<file path="src/design/slrs_ram.sv">
// ----------------------------------------------------------------------------
// slrs_ram
// Generic simple dual-port RAM with one write port and a registered read.
// ----------------------------------------------------------------------------
module slrs_ram #(
  parameter int WIDTH = 8,
  parameter int DEPTH = 64
) (
  input  logic                     clk,
  input  logic                     we,
  input  logic [$clog2(DEPTH)-1:0] waddr,
  input  logic [WIDTH-1:0]         wdata,
  input  logic [$clog2(DEPTH)-1:0] raddr,
  output logic [WIDTH-1:0]         rdata
);

  logic [WIDTH-1:0] mem [DEPTH];

  always_ff @(posedge clk) begin
    if (we) begin
      mem[waddr] <= wdata;
    end
    rdata <= mem[raddr];
  end

endmodule

</file>
<file path="config.mk">
export PLATFORM = sky130hd
export DESIGN_NAME = slrs_ram
export DESIGN_NICKNAME = d
export VERILOG_FILES = /design/src/design/slrs_ram.sv
export SDC_FILE = /design/constraint.sdc
export NUM_CORES = 1
export LEC_CHECK = 0
export BUFFER_PORTS_ARGS = -buffer_cell sky130_fd_sc_hd__buf_2
export CAP_MARGIN = 20
export CORE_MARGIN = 4
export CORE_UTILIZATION = 55
export DETAILED_ROUTE_END_ITERATION = 10
export PLACE_DENSITY = 0.77
export SLEW_MARGIN = 40
export SYNTH_ARGS = -nofsm -noshare
export SYNTH_HDL_FRONTEND = slang
export SYNTH_SLANG_ARGS = --single-unit
</file>
<file path="constraint.sdc">
create_clock -name clk -period 2.3 [get_ports clk]
set_input_delay 0.46 -clock clk [delete_from_list [all_inputs] [get_ports clk]]
set_output_delay 0.46 -clock clk [all_outputs]
set_load 0.02 [all_outputs]
</file>
==> impl_metrics.yaml <==
clocking:
  cts_buffer_depth: 3
  cts-hold-fix-buffers: 0
  cts_setup_buffers: 0
  htree_num_levels: 2
  clk_pin_slew_ps: 60
  worstSkewPairLatency_ps: 570
  ctsResizeCount: 0
  cts_buffers: 49
  cts_tree: "built"
  clkSinkCount: 520
  cts_root_buffer: "clkbuf_16"
final_layout:
  fin_nets: 1134
  fin_util_pct: 65.2
  final_layout_size_suffix_gt1_share_pct: 32.9
  layout_commonest_cell: "edfxtp_1"
  n_fill_cell: 2191
  final_cell_mix: "512 x edfxtp_1, 129 x buf_4, 126 x mux4_2"
  syn2layout_area_growth_pct: 15.8
  design_area_um2: 23400
run:
  cap_viol_max_count: 0
logic_synthesis:
  synth_cell_type_count: 40
  synth.avg_cell_area_um2: 21.5
  ys_warn_count: 0
  synth_edf_count: 512
  seq_area_frac_synth_pct: 77.0
  syn_inst: 940
  synth-seq-cells: 520
  syn_nets: 962
  synth_top_cell_area_share_pct: 76.2
  synth.largest_area_cell: "edfxtp_1"
  syn_area_um2: 20200
  synth_area_leaders: "edfxtp_1 76%, mux4_2 14%, nor2_1 1.5%"
  synthFlopType: "edfxtp_1"
  synth-async-reset-ratio_pct: 0
floorplan:
  dieArea_um2: 39800
  io_pins: 30
  die_w_um: 199
  coreArea_um2: 35800
  row_count: 69
  dieHeight_um: 199
  start_util_pct: 56.3
setup_path:
  setup.worst_path.class: "reg2reg"
  rrSetupSlack_ps: 150
  regToRegEndpoint: "rdata[6]"
  r2r-start: "mem[21][6]"
  r2r_cells: 5
  critPathMaxFanout: 1
  startpoint_type: "flop"
  critPathCaptureType: "flop"
  worstPathArrival_ps: 2580
  cp.required_ps: 2730
power:
  irDropWorstVdd_mv: 0.863
  p_leak_nw: 7.61
  power.density_nw_per_um2: 821
timing:
  worst_pin_slew_ps: 752
  fin_crit_sh_pct: 93.4
  final-setup-viol-count: 0
  report.final.slew_viol_count: 0
  fmax_ghz: 0.466
  final_hold_viol_count: 0
  relSlewSlack_pct: 48.6
  rsz0062_at_grt: "no"
  final.min_clock_period_ps: 2150
  fin_skew_ps: 21.1
run_status:
  status: "finished clean"
global_route:
  antenna_found_initial: 2
  grt_max_degree: 65
  overflow: 0
  grt_pass1_vias: 10327
  grtUsageTotal_pct: 22.6
  grt_pass1_wl_mm: 66.0
route:
  viasPerCell: 6.34
  drt_pass1_iterations: 5
  wl_per_cell_um: 27.4
  ant_nets: 0
  drc_errors: 0
  drtIter0Drc: 1191
  drt-total-wl_mm: 44.0
  vias: 10187
placement:
  port_buffers: 29
  dpl-instance-area_um2: 21900
  gp_congestion: 0.862
  hpwl_mm: 27.8
hold_path:
  hold_path_depth: 3
  min-delay-start: "raddr[5]"
  hold_path.class: "in2reg"
  whs_endpoint: "rdata[1]"
## how the worst max path moves through the flow
stage	startpoint	to	cells after the start
3_5_place_dp	raddr[0]	rdata[3]	6
6_report	mem[21][6]	rdata[6]	5
4_1_cts	mem[20][4]	rdata[4]	5
5_1_grt	raddr[0]	rdata[3]	6
2_1_floorplan	raddr[1]	rdata[3]	7
3_3_place_gp	raddr[0]	rdata[3]	6
## power by group
part	internal (mW)	switching [mW]
sequential	10.5	0.0364
clock	4.34	3.24
combinational	0.457	0.623
## final cells by class
class / instances / area (um2) / share of cell area [%]
clock buffer: 59 / 1260 / 5.41
antenna: 2 / 5.00 / 0.0214
tap: 461 / 577 / 2.47
sequential: 520 / 15500 / 66.5
timing repair buffer: 172 / 1450 / 6.20
clock inverter: 24 / 218 / 0.932
multi-input combinational: 369 / 4320 / 18.5
## cell usage after synthesis, types with 3 or more instances
master,number
nor2b_1,14
mux2i_1,23
o2bb2ai_1,3
buf_6,4
a22oi_1,3
a211oi_1,4
nand3b_1,3
mux4_2,126
o22ai_1,8
nor3_1,7
clkbuf_1,17
o2111ai_1,3
buf_4,13
nor2_1,83
nand2_1,19
buf_2,11
buf_1,4
o221ai_1,8
a21oi_1,3
edfxtp_1,512
dfxtp_1,8
mux2_2,13
nand2b_1,7
a221oi_1,6
nand3_1,13
## cell families (layout without fill, tap and decap cells)
kind of cell,count (synthesis),in the layout,synth area share (%)
simple gates,153,153,3.39
flops,520,520,77.0
compound gates,54,54,2.07
other cells,0,2,0
mux,162,162,15.9
buf+inv,51,255,1.57
## critical path, stage by stage (launching register included)
cell      delay (ps)
edfxtp_1         400
mux4_2           520
mux2_2           290
o221a_2          290
nor3_1           380
o32ai_1          140
## sequential cells by signal (all words and copies together), names as in the netlist
signal,count
rdata,8
mem,512
## routing by layer
layer  GRT usage (%)  vias to the layer above  part of all wire [%]
li1                -                     4261                     -
met1            31.7                     5328                    38
met2            37.1                      504                    50
met3            3.98                       92                   8.7
met4            7.17                        2                   3.1
met5               0                        -                 0.025
## through the flow
stage | power (mW) | instances | TNS, ps | hold WS [ps] | setup slack, ps
floorplan | 11.3 | 940 | 0 | 559 | 172
global placement | 11.8 | 1522 | -1910 | 805 | -391
detailed placement | 11.8 | 1522 | -2110 | 810 | -397
CTS | 19.3 | 1605 | 0 | 315 | 167
global route | 19.8 | 1605 | 0 | 335 | 63.3
finish | 19.2 | 1607 | 0 | 348 | 152
No activity file was read; power rests on OpenSTA's default activity.
