## src/design/slrs_pkg.sv

```systemverilog
// ----------------------------------------------------------------------------
// slrs_pkg
// Shared types and constants of the lattice reaction step core.
// ----------------------------------------------------------------------------
package slrs_pkg;

  localparam int CELL_SLOTS = 64;
  localparam int CELL_AW    = 6;
  localparam int PROP_DEPTH = 256;
  localparam int PROP_AW    = 8;
  localparam int PROP_W     = 32;
  localparam int TIME_W     = 24;
  localparam int PADDR_W    = 3;
  localparam int PDATA_W    = 32;

  // Serial divider geometry: 56-bit dividend, 32-bit divisor.
  localparam int DIV_W  = 56;
  localparam int DIVR_W = 32;

  localparam logic [15:0] LN2_Q16   = 16'd45426;
  localparam logic [6:0]  HILL_K    = 7'd100;
  localparam logic [TIME_W-1:0] END_TIME_RST = 24'hA0000;
  localparam logic [TIME_W-1:0] TIME_MAX     = 24'hFFFFFF;

  localparam logic [1:0] CMD_LOAD  = 2'd0;
  localparam logic [1:0] CMD_STEP  = 2'd1;
  localparam logic [1:0] CMD_READ  = 2'd2;
  localparam logic [1:0] CMD_CLEAR = 2'd3;

  localparam logic [1:0] ST_FIRED = 2'd0;
  localparam logic [1:0] ST_NONE  = 2'd1;
  localparam logic [1:0] ST_END   = 2'd2;
  localparam logic [1:0] ST_ACK   = 2'd3;

  localparam logic [1:0] KIND_NOTCH_UP = 2'd0;
  localparam logic [1:0] KIND_NOTCH_DN = 2'd1;
  localparam logic [1:0] KIND_DELTA_UP = 2'd2;
  localparam logic [1:0] KIND_DELTA_DN = 2'd3;

  localparam logic REG_END_TIME = 1'b0;

  typedef struct packed {
    logic [1:0]  cmd;
    logic [5:0]  cell_addr;
    logic [7:0]  notch_count;
    logic [7:0]  delta_count;
    logic [7:0]  ceiling_count;
    logic [15:0] random_a;
    logic [15:0] random_b;
  } item_t;

  typedef struct packed {
    logic [1:0]        status;
    logic [5:0]        chosen_cell;
    logic [1:0]        reaction_kind;
    logic [7:0]        new_notch;
    logic [7:0]        new_delta;
    logic [7:0]        read_ceiling;
    logic [TIME_W-1:0] step_time;
    logic [TIME_W-1:0] elapsed_time;
    logic              run_done;
  } result_t;

  typedef struct packed {
    logic busy;
    logic done;
  } div_stat_t;

  // Hexagonal neighbour offsets, in the order the delta sum visits them.
  function automatic int nb_dx(input logic [2:0] k);
    int r;
    case (k)
      3'd0: r = -1;
      3'd1: r = 0;
      3'd2: r = -1;
      3'd3: r = 1;
      3'd4: r = 0;
      3'd5: r = 1;
      default: r = 0;
    endcase
    return r;
  endfunction

  function automatic int nb_dy(input logic [2:0] k);
    int r;
    case (k)
      3'd0: r = -1;
      3'd1: r = -1;
      3'd2: r = 0;
      3'd3: r = 0;
      3'd4: r = 1;
      3'd5: r = 1;
      default: r = 0;
    endcase
    return r;
  endfunction

endpackage

```

## src/design/slrs_div.sv

```systemverilog
// ----------------------------------------------------------------------------
// slrs_div
// Restoring divider that retires one quotient bit per cycle.
// ----------------------------------------------------------------------------
module slrs_div (
  input  logic                      clk,
  input  logic                      rst,
  input  logic                      start,
  input  logic [slrs_pkg::DIV_W-1:0]  dividend,
  input  logic [slrs_pkg::DIVR_W-1:0] divisor,
  output slrs_pkg::div_stat_t       stat,
  output logic [slrs_pkg::DIV_W-1:0]  quotient
);
  import slrs_pkg::*;

  logic [DIVR_W-1:0]  rem;
  logic [DIVR_W-1:0]  dsr;
  logic [DIV_W-1:0]   quo;
  logic [5:0]         cnt;
  logic               busy;
  logic               done;
  logic [DIVR_W:0]    shifted;
  logic               ge;
  logic [DIVR_W-1:0]  rem_next;

  // The remainder always stays below the divisor, so one more bit fits.
  always_comb begin
    shifted  = {rem, quo[DIV_W-1]};
    ge       = shifted >= {1'b0, dsr};
    rem_next = ge ? DIVR_W'(shifted - {1'b0, dsr}) : shifted[DIVR_W-1:0];
  end

  always_ff @(posedge clk) begin
    if (rst) begin
      busy <= 1'b0;
      done <= 1'b0;
      cnt  <= '0;
    end else begin
      done <= 1'b0;
      if (start) begin
        rem  <= '0;
        dsr  <= divisor;
        quo  <= dividend;
        cnt  <= '0;
        busy <= 1'b1;
      end else if (busy) begin
        rem <= rem_next;
        quo <= {quo[DIV_W-2:0], ge};
        cnt <= cnt + 6'd1;
        if (cnt == 6'(DIV_W - 1)) begin
          busy <= 1'b0;
          done <= 1'b1;
        end
      end
    end
  end

  assign stat.busy = busy;
  assign stat.done = done;
  assign quotient  = quo;

endmodule
```

## config.mk

```make
export PLATFORM = sky130hd
export DESIGN_NAME = slrs_div
export DESIGN_NICKNAME = d
export VERILOG_FILES = /design/src/design/slrs_pkg.sv /design/src/design/slrs_div.sv
export SDC_FILE = /design/constraint.sdc
export NUM_CORES = 1
export LEC_CHECK = 0
export ABC_AREA = 1
export ABC_CLOCK_PERIOD_IN_PS = 6600
export CAP_MARGIN = 20
export CORE_MARGIN = 1
export CORE_UTILIZATION = 30
export CTS_CLUSTER_SIZE = 12
export DETAILED_ROUTE_END_ITERATION = 6
export DONT_BUFFER_PORTS = 1
export HOLD_SLACK_MARGIN = 0.15
export SLEW_MARGIN = 40
export SYNTH_ARGS = -nofsm -noshare
export SYNTH_HDL_FRONTEND = slang
export SYNTH_SLANG_ARGS = --single-unit
```

## constraint.sdc

```tcl
create_clock -name clk -period 6.6 [get_ports clk]
set_input_delay 0.66 -clock clk [delete_from_list [all_inputs] [get_ports clk]]
set_output_delay 0.66 -clock clk [all_outputs]
set_load 0.01 [all_outputs]
```

==> out/results.txt, run 1 <==
Clock Latency Late Sink = 0.43 ns
initial antenna violation count = 1
max-slew violation count = 0
Hold Path End = dsr[14]$_DFFE_PP_
Ys Warns = 0
worst vdd ir = 0.0001486 V
Reg clk slew, reported paths = 0.07 ns
Max-slew headroom = 45.68%
Die Footprint = 28050 um2
Area Overhead vs Synth = 11.29%
DR vias/cell = 4.478
final hold vios = 0
P_leak = 4.588 nW
reg2reg path depth = 15
startpoint type of the worst setup path = register
PD cells = 271.9 nW/um2
Die Width = 167.5 um
CP Data Arrival Time = 2.81 ns
worst hold path depth = 0
crit path cell chain = inv_1 > ha_1 > fa_1 > inv_1 > nand2_1 > nand2_1 > nand3_1 > nand2_1 > nand2_1 > nand2_1 > nand2_1 > nand3_1 > nand2_1 > nor2_1 > nor2_1
post-CTS setup buffer count = 0
flop and latch count out of synthesis = 128
drt wl/cell = 14.43 um
min Tclk post-route = 2.631 ns
reg2reg start = quotient[55]$_DFFE_PP_
final hold slack = 0.3259 ns
required time worst endpoint = 6.78 ns
pre-CTS setup slack = 4.018 ns
post_cts resized = 0
Worst Skew = 0.01131 ns
most frequent CP cell = nand2_1
RSZ-0062 raised after global routing = false
total grt overflow = 0
CP Capture Type = register
CTS root buf = clkbuf_16
Post-Syn Instances = 1109
crit path max fanout = 4
number of placed instances, taps included = 1429
placed inst area = 8562 um2
clock sinks = 128
vias in the first global route = 6468
synthesized area per cell = 7.408 um2
PnR worst setup slack = 3.969 ns
worst hold path type = input port to register
Post-CTS Hold Buffers = 0
IO Port Bufs = 0
post-synthesis sequential area ratio = 45.81%
reg-to-reg setup timing slack = 3.97 ns
Setup violations, final = 0
nets = 1232
ys async rst share = 0%
slowest CP cell = edfxtp_1
H-tree levels = 4
Max Cap Violations = 0
first-pass GRT wire length = 34190 um
Routability Congestion = 0.9153
fin util = 34.02%
cts bufs inserted = 17
Crit Path Class = register to register
DRT iter0 DRCs = 399
Detail Route Antenna Nets = 0
EDFF count, synth = 120
Crit Reg-Reg Endpoint = rem[28]$_SDFFCE_PP0P_
syn_nets = 1234
router iterations before antenna repair = 5
Hold Path Origin = divisor[14]
core footprint = 26880 um2
Synth cell types = 37
io pins = 149
Final Cell Area = 9143 um2
Layout Cells excl Fill = 1462
chip height = 167.5 um
total power = 2.486 mW
Total GRT Usage = 15.66%
Most used DFF post-synth = edfxtp_1
Max clock buf depth = 2
Rows = 60
Initial Util = 30.57%
largest net degree at the start of global routing = 89
setup TNS = 0 ns
CTS tree = done
Cell Area, Synth = 8215 um2
status = completed
layout cells sized above 1 = 7.143%
Slew @ Worst Pin = 0.8148 ns
final period utilization = 39.87%
Detailed Route WL = 21090 um
crit-path max cell delay = 0.44 ns
DRC viols = 0
total number of vias = 6547
fmax = 380.0 MHz
dpl hpwl = 15950 um
[cells in the final DEF, fill, tap and decap left out, types with 11 or more instances in the layout]
master	n
nand3_2	11
ha_1	33
a21oi_1	19
nor2_1	109
nand2_1	471
inv_1	197
xor2_1	14
edfxtp_1	120
nand3_1	38
clkbuf_16	17
[sequential cells by signal, indices dropped and copies added, names as in the netlist]
register,count
rem,32
busy,1
cnt,6
quotient,56
dsr,32
done,1
[worst max-delay path: cells and delay by family (launching register included)]
family	cells	cell delay, ns
AND/OR/NAND/NOR	11	1.07
flip-flops	1	0.44
buffers and inverters	2	0.22
adder cells (fa/ha/maj)	2	0.65
[logic make-up (layout without fill, tap and decap cells)]
kind of cell | Yosys count | in the layout | synth area share [%]
simple gates | 677 | 677 | 34.51
compound gates | 27 | 27 | 1.675
other cells | 0 | 1 | 0
fa+ha+maj | 34 | 34 | 5.270
xor+xnor | 15 | 15 | 1.599
buf+inv | 228 | 239 | 11.13
flops | 128 | 128 | 45.81
[worst max path at each step]
stage | startpoint | endpoint | slack, ns | cells after the start
4_1_cts | quotient[55]$_DFFE_PP_ | rem[28]$_SDFFCE_PP0P_ | 3.99 | 15
5_1_grt | quotient[55]$_DFFE_PP_ | rem[28]$_SDFFCE_PP0P_ | 3.77 | 15
6_report | quotient[55]$_DFFE_PP_ | rem[28]$_SDFFCE_PP0P_ | 3.97 | 15
2_1_floorplan | start | busy$_SDFF_PP0_ | 0.69 | 5
3_3_place_gp | busy$_SDFF_PP0_ | rem[14]$_SDFFCE_PP0P_ | 3.91 | 3
3_5_place_dp | quotient[55]$_DFFE_PP_ | rem[28]$_SDFFCE_PP0P_ | 4.02 | 15
[cell type report]
type,instances,area [um2]
Antenna cell,1,2.502
Sequential cell,128,3764
Clock inverter,15,152.6
Fill cell,2873,17730
Multi-Input combinational cell,753,3561
Inverter,203,762.0
Timing Repair Buffer,4,48.80
Clock buffer,17,425.4
Tap cell,341,426.7
[power by group]
part / switching, mW / total [mW] / internal [mW] / leakage (nW)
clock network: 0.435 / 0.943 / 0.508 / 0.290
logic: 0.354 / 0.528 / 0.174 / 3.08
registers: 0.0472 / 1.02 / 0.968 / 1.22
[cells in the mapped netlist, types with 5 or more instances]
library cell  number  area share [%]
and2_1             6            0.46
inv_2              5            0.23
clkbuf_1           9            0.41
nand3_2           11             1.3
inv_1            197             9.0
o21ai_0            5            0.30
buf_2              5            0.30
a21oi_1           20             1.2
xor2_1            14             1.5
ha_1              33             5.0
nor2_1           110             5.0
nor2_2             8            0.61
nand3_1           38             2.3
dfxtp_1            8             1.9
edfxtp_1         120              44
nand2_1          471              22
nand2_2           10            0.76
nand4_1            8            0.61
[metal layers]
layer	GRT usage, %	up-vias	routed length (um)
met1	19.52	2920	9442
li1	-	3381	-
met4	6.502	0	505
met5	0	-	0
met3	4.632	23	1548
met2	25.24	223	9597
(Power assumes the default switching activity.)
==> inputs of run 2 (changes only) <==
--- a/config.mk
+++ b/config.mk
@@ -6,7 +6,7 @@
 export NUM_CORES = 1
 export LEC_CHECK = 0
 export ABC_AREA = 1
-export ABC_CLOCK_PERIOD_IN_PS = 6600
+export ABC_CLOCK_PERIOD_IN_PS = 2150
 export CAP_MARGIN = 20
 export CORE_MARGIN = 1
 export CORE_UTILIZATION = 30
==> constraint.sdc (replaced) <==
create_clock -name clk -period 2.15 [get_ports clk]
set_input_delay 0.215 -clock clk [delete_from_list [all_inputs] [get_ports clk]]
set_output_delay 0.215 -clock clk [all_outputs]
set_load 0.01 [all_outputs]
==> out/results.txt, run 2 (synthesis results as in run 1) <==
status = complete, but fails checks
failing checks = setup timing
final period utilization = 100.9%
final hold vios = 0
most frequent cells in the layout = nand2_1 (415), inv_1 (176), edfxtp_1 (120), dlygate4sd3_1 (99), buf_4 (97)
chip height = 167.5 um
Reg clk slew, reported paths = 0.08 ns
cts bufs inserted = 17
worst hold path depth = 3
H-tree levels = 4
DRT iter0 DRCs = 423
Max-slew headroom = 65.77%
CTS tree = done
Hold Path Origin = start
total number of vias = 7728
M1 WL = 10860 um
CTS root buf = clkbuf_16
met3 routed WL = 1769 um
Register Area = 3767 um2
CP Capture Type = register
IO Port Bufs = 0
clock sinks = 128
drt wl/cell = 15.46 um
Detail Route Antenna Nets = 0
fin util = 44.69%
largest net degree at the start of global routing = 50
Total GRT Usage = 17.62%
dpl hpwl = 16710 um
reg2reg path depth = 15
Hold Path End = rem[29]$_SDFFCE_PP0P_
DR vias/cell = 4.628
routed wl met2 = 12290 um
Worst Skew = 0.01917 ns
reg2reg start = rem[19]$_SDFFCE_PP0P_
startpoint type of the worst setup path = register
Detailed Route WL = 25820 um
total grt overflow = 0
min Tclk post-route = 2.170 ns
DR top layer = met4
placed inst area = 9180 um2
number of placed instances, taps included = 1501
PnR worst setup slack = -0.01979 ns
P_leak = 5.698 nW
Die Width = 167.5 um
first-pass GRT wire length = 38350 um
router iterations before antenna repair = 5
initial antenna violation count = 0
Slew @ Worst Pin = 0.5124 ns
Max clock buf depth = 2
Clock Latency Late Sink = 0.44 ns
worst vdd ir = 0.0004663 V
RSZ-0062 raised after global routing = true
max-slew violation count = 0
setup TNS = -0.07391 ns
Crit Path Class = register to register
Setup violations, final = 8
nets = 1442
Largest register FFs = 56
required time worst endpoint = 2.33 ns
PD cells = 733.5 nW/um2
leading cell type in the layout, fill and taps excluded = nand2_1
io pins = 149
Rows = 60
Area Overhead vs Synth = 46.19%
Crit Reg-Reg Endpoint = rem[6]$_SDFFCE_PP0P_
vias in the first global route = 7630
Initial Util = 30.57%
area of the multi-input gates = 4383 um2
reg-to-reg setup timing slack = -0.02 ns
Max Cap Violations = 0
Final Cell Area = 12010 um2
Layout Cells excl Fill = 1670
Die Footprint = 28050 um2
core footprint = 26880 um2
crit path max fanout = 6
Routability Congestion = 0.9292
layout cells sized above 1 = 25.96%
number of fill cells = 2574
fmax = 460.9 MHz
worst hold path type = input port to register
CP Data Arrival Time = 2.35 ns
n_diodes = 0
DRC viols = 0
[run 2: cell count changes in the layout (fill, tap and decap cells not counted), sizes merged]
cell | previous run | this run
buf | 4 | 109
bufinv | 0 | 2
clkbuf | 17 | 21
clkinv | 3 | 5
clkinvlp | 0 | 2
diode | 1 | 0
dlygate4sd3 | 0 | 99
inv | 215 | 208
nand2 | 483 | 485
[run 2: layout make-up]
cell class / instances / area share [%]
clock inverter: 14 / 1.313
clock buffer: 17 / 3.542
multi-input combinational: 755 / 36.49
inverter: 203 / 6.407
tap: 341 / 3.552
timing repair buffer: 212 / 17.32
sequential: 128 / 31.37
[run 2: worst max-delay path, stage by stage (launching register included)]
cell,delay [ns]
edfxtp_1,0.44
ha_4,0.26
nand2_1,0.07
nand2_1,0.06
inv_1,0.06
nand2_2,0.06
nand2_2,0.07
nand2_2,0.07
nand2_2,0.10
nand3_4,0.10
nor2_8,0.15
buf_12,0.16
clkbuf_16,0.16
nand3_2,0.06
nand2_1,0.06
nor2_1,0.04
[run 2: worst max-delay path by stage]
stage / startpoint / endpoint / slack [ns]
after floorplan: busy$_SDFF_PP0_ / quotient[0]$_DFFE_PP_ / -0.17
after global placement: quotient[55]$_DFFE_PP_ / rem[28]$_SDFFCE_PP0P_ / -0.22
after detailed placement: quotient[55]$_DFFE_PP_ / rem[28]$_SDFFCE_PP0P_ / -0.23
after CTS: quotient[55]$_DFFE_PP_ / rem[28]$_SDFFCE_PP0P_ / -0.03
after global routing: rem[29]$_SDFFCE_PP0P_ / rem[21]$_SDFFCE_PP0P_ / -0.15
final: rem[19]$_SDFFCE_PP0P_ / rem[6]$_SDFFCE_PP0P_ / -0.02
[run 2: what timing repair did]
action	4_1_cts	5_1_grt
pin swaps	3	77
resized for setup	38	142
gates cloned	2	6
buffers inserted	4	26
setup endpoints to repair	32	33
endpoints found under the hold margin	119	0
hold buffers	100	0
[run 2: metal layers]
metal / vias to the layer above / track usage (%)
met1: 3556 / 21.00
met3: 58 / 4.207
met2: 302 / 30.36
met4: 0 / 7.220
li1: 3812 / -
met5: - / 0
[run 2: power by group]
group | internal (mW) | leakage [nW] | switching, mW | total [mW]
combinational | 1.23 | 4.20 | 1.45 | 2.68
clock | 1.72 | 0.282 | 1.26 | 2.98
sequential | 2.97 | 1.22 | 0.176 | 3.15
[run 2: stage by stage]
step	setup slack (ns)	hold WS, ns	power (mW)
6_report	-0.01979	0.1929	8.810
2_1_floorplan	-0.1654	0.2921	4.425
4_1_cts	-0.03326	0.1870	8.398
5_1_grt	-0.1456	0.2119	9.257
3_5_place_dp	-0.2341	0.3037	5.070
3_3_place_gp	-0.2177	0.2983	5.034
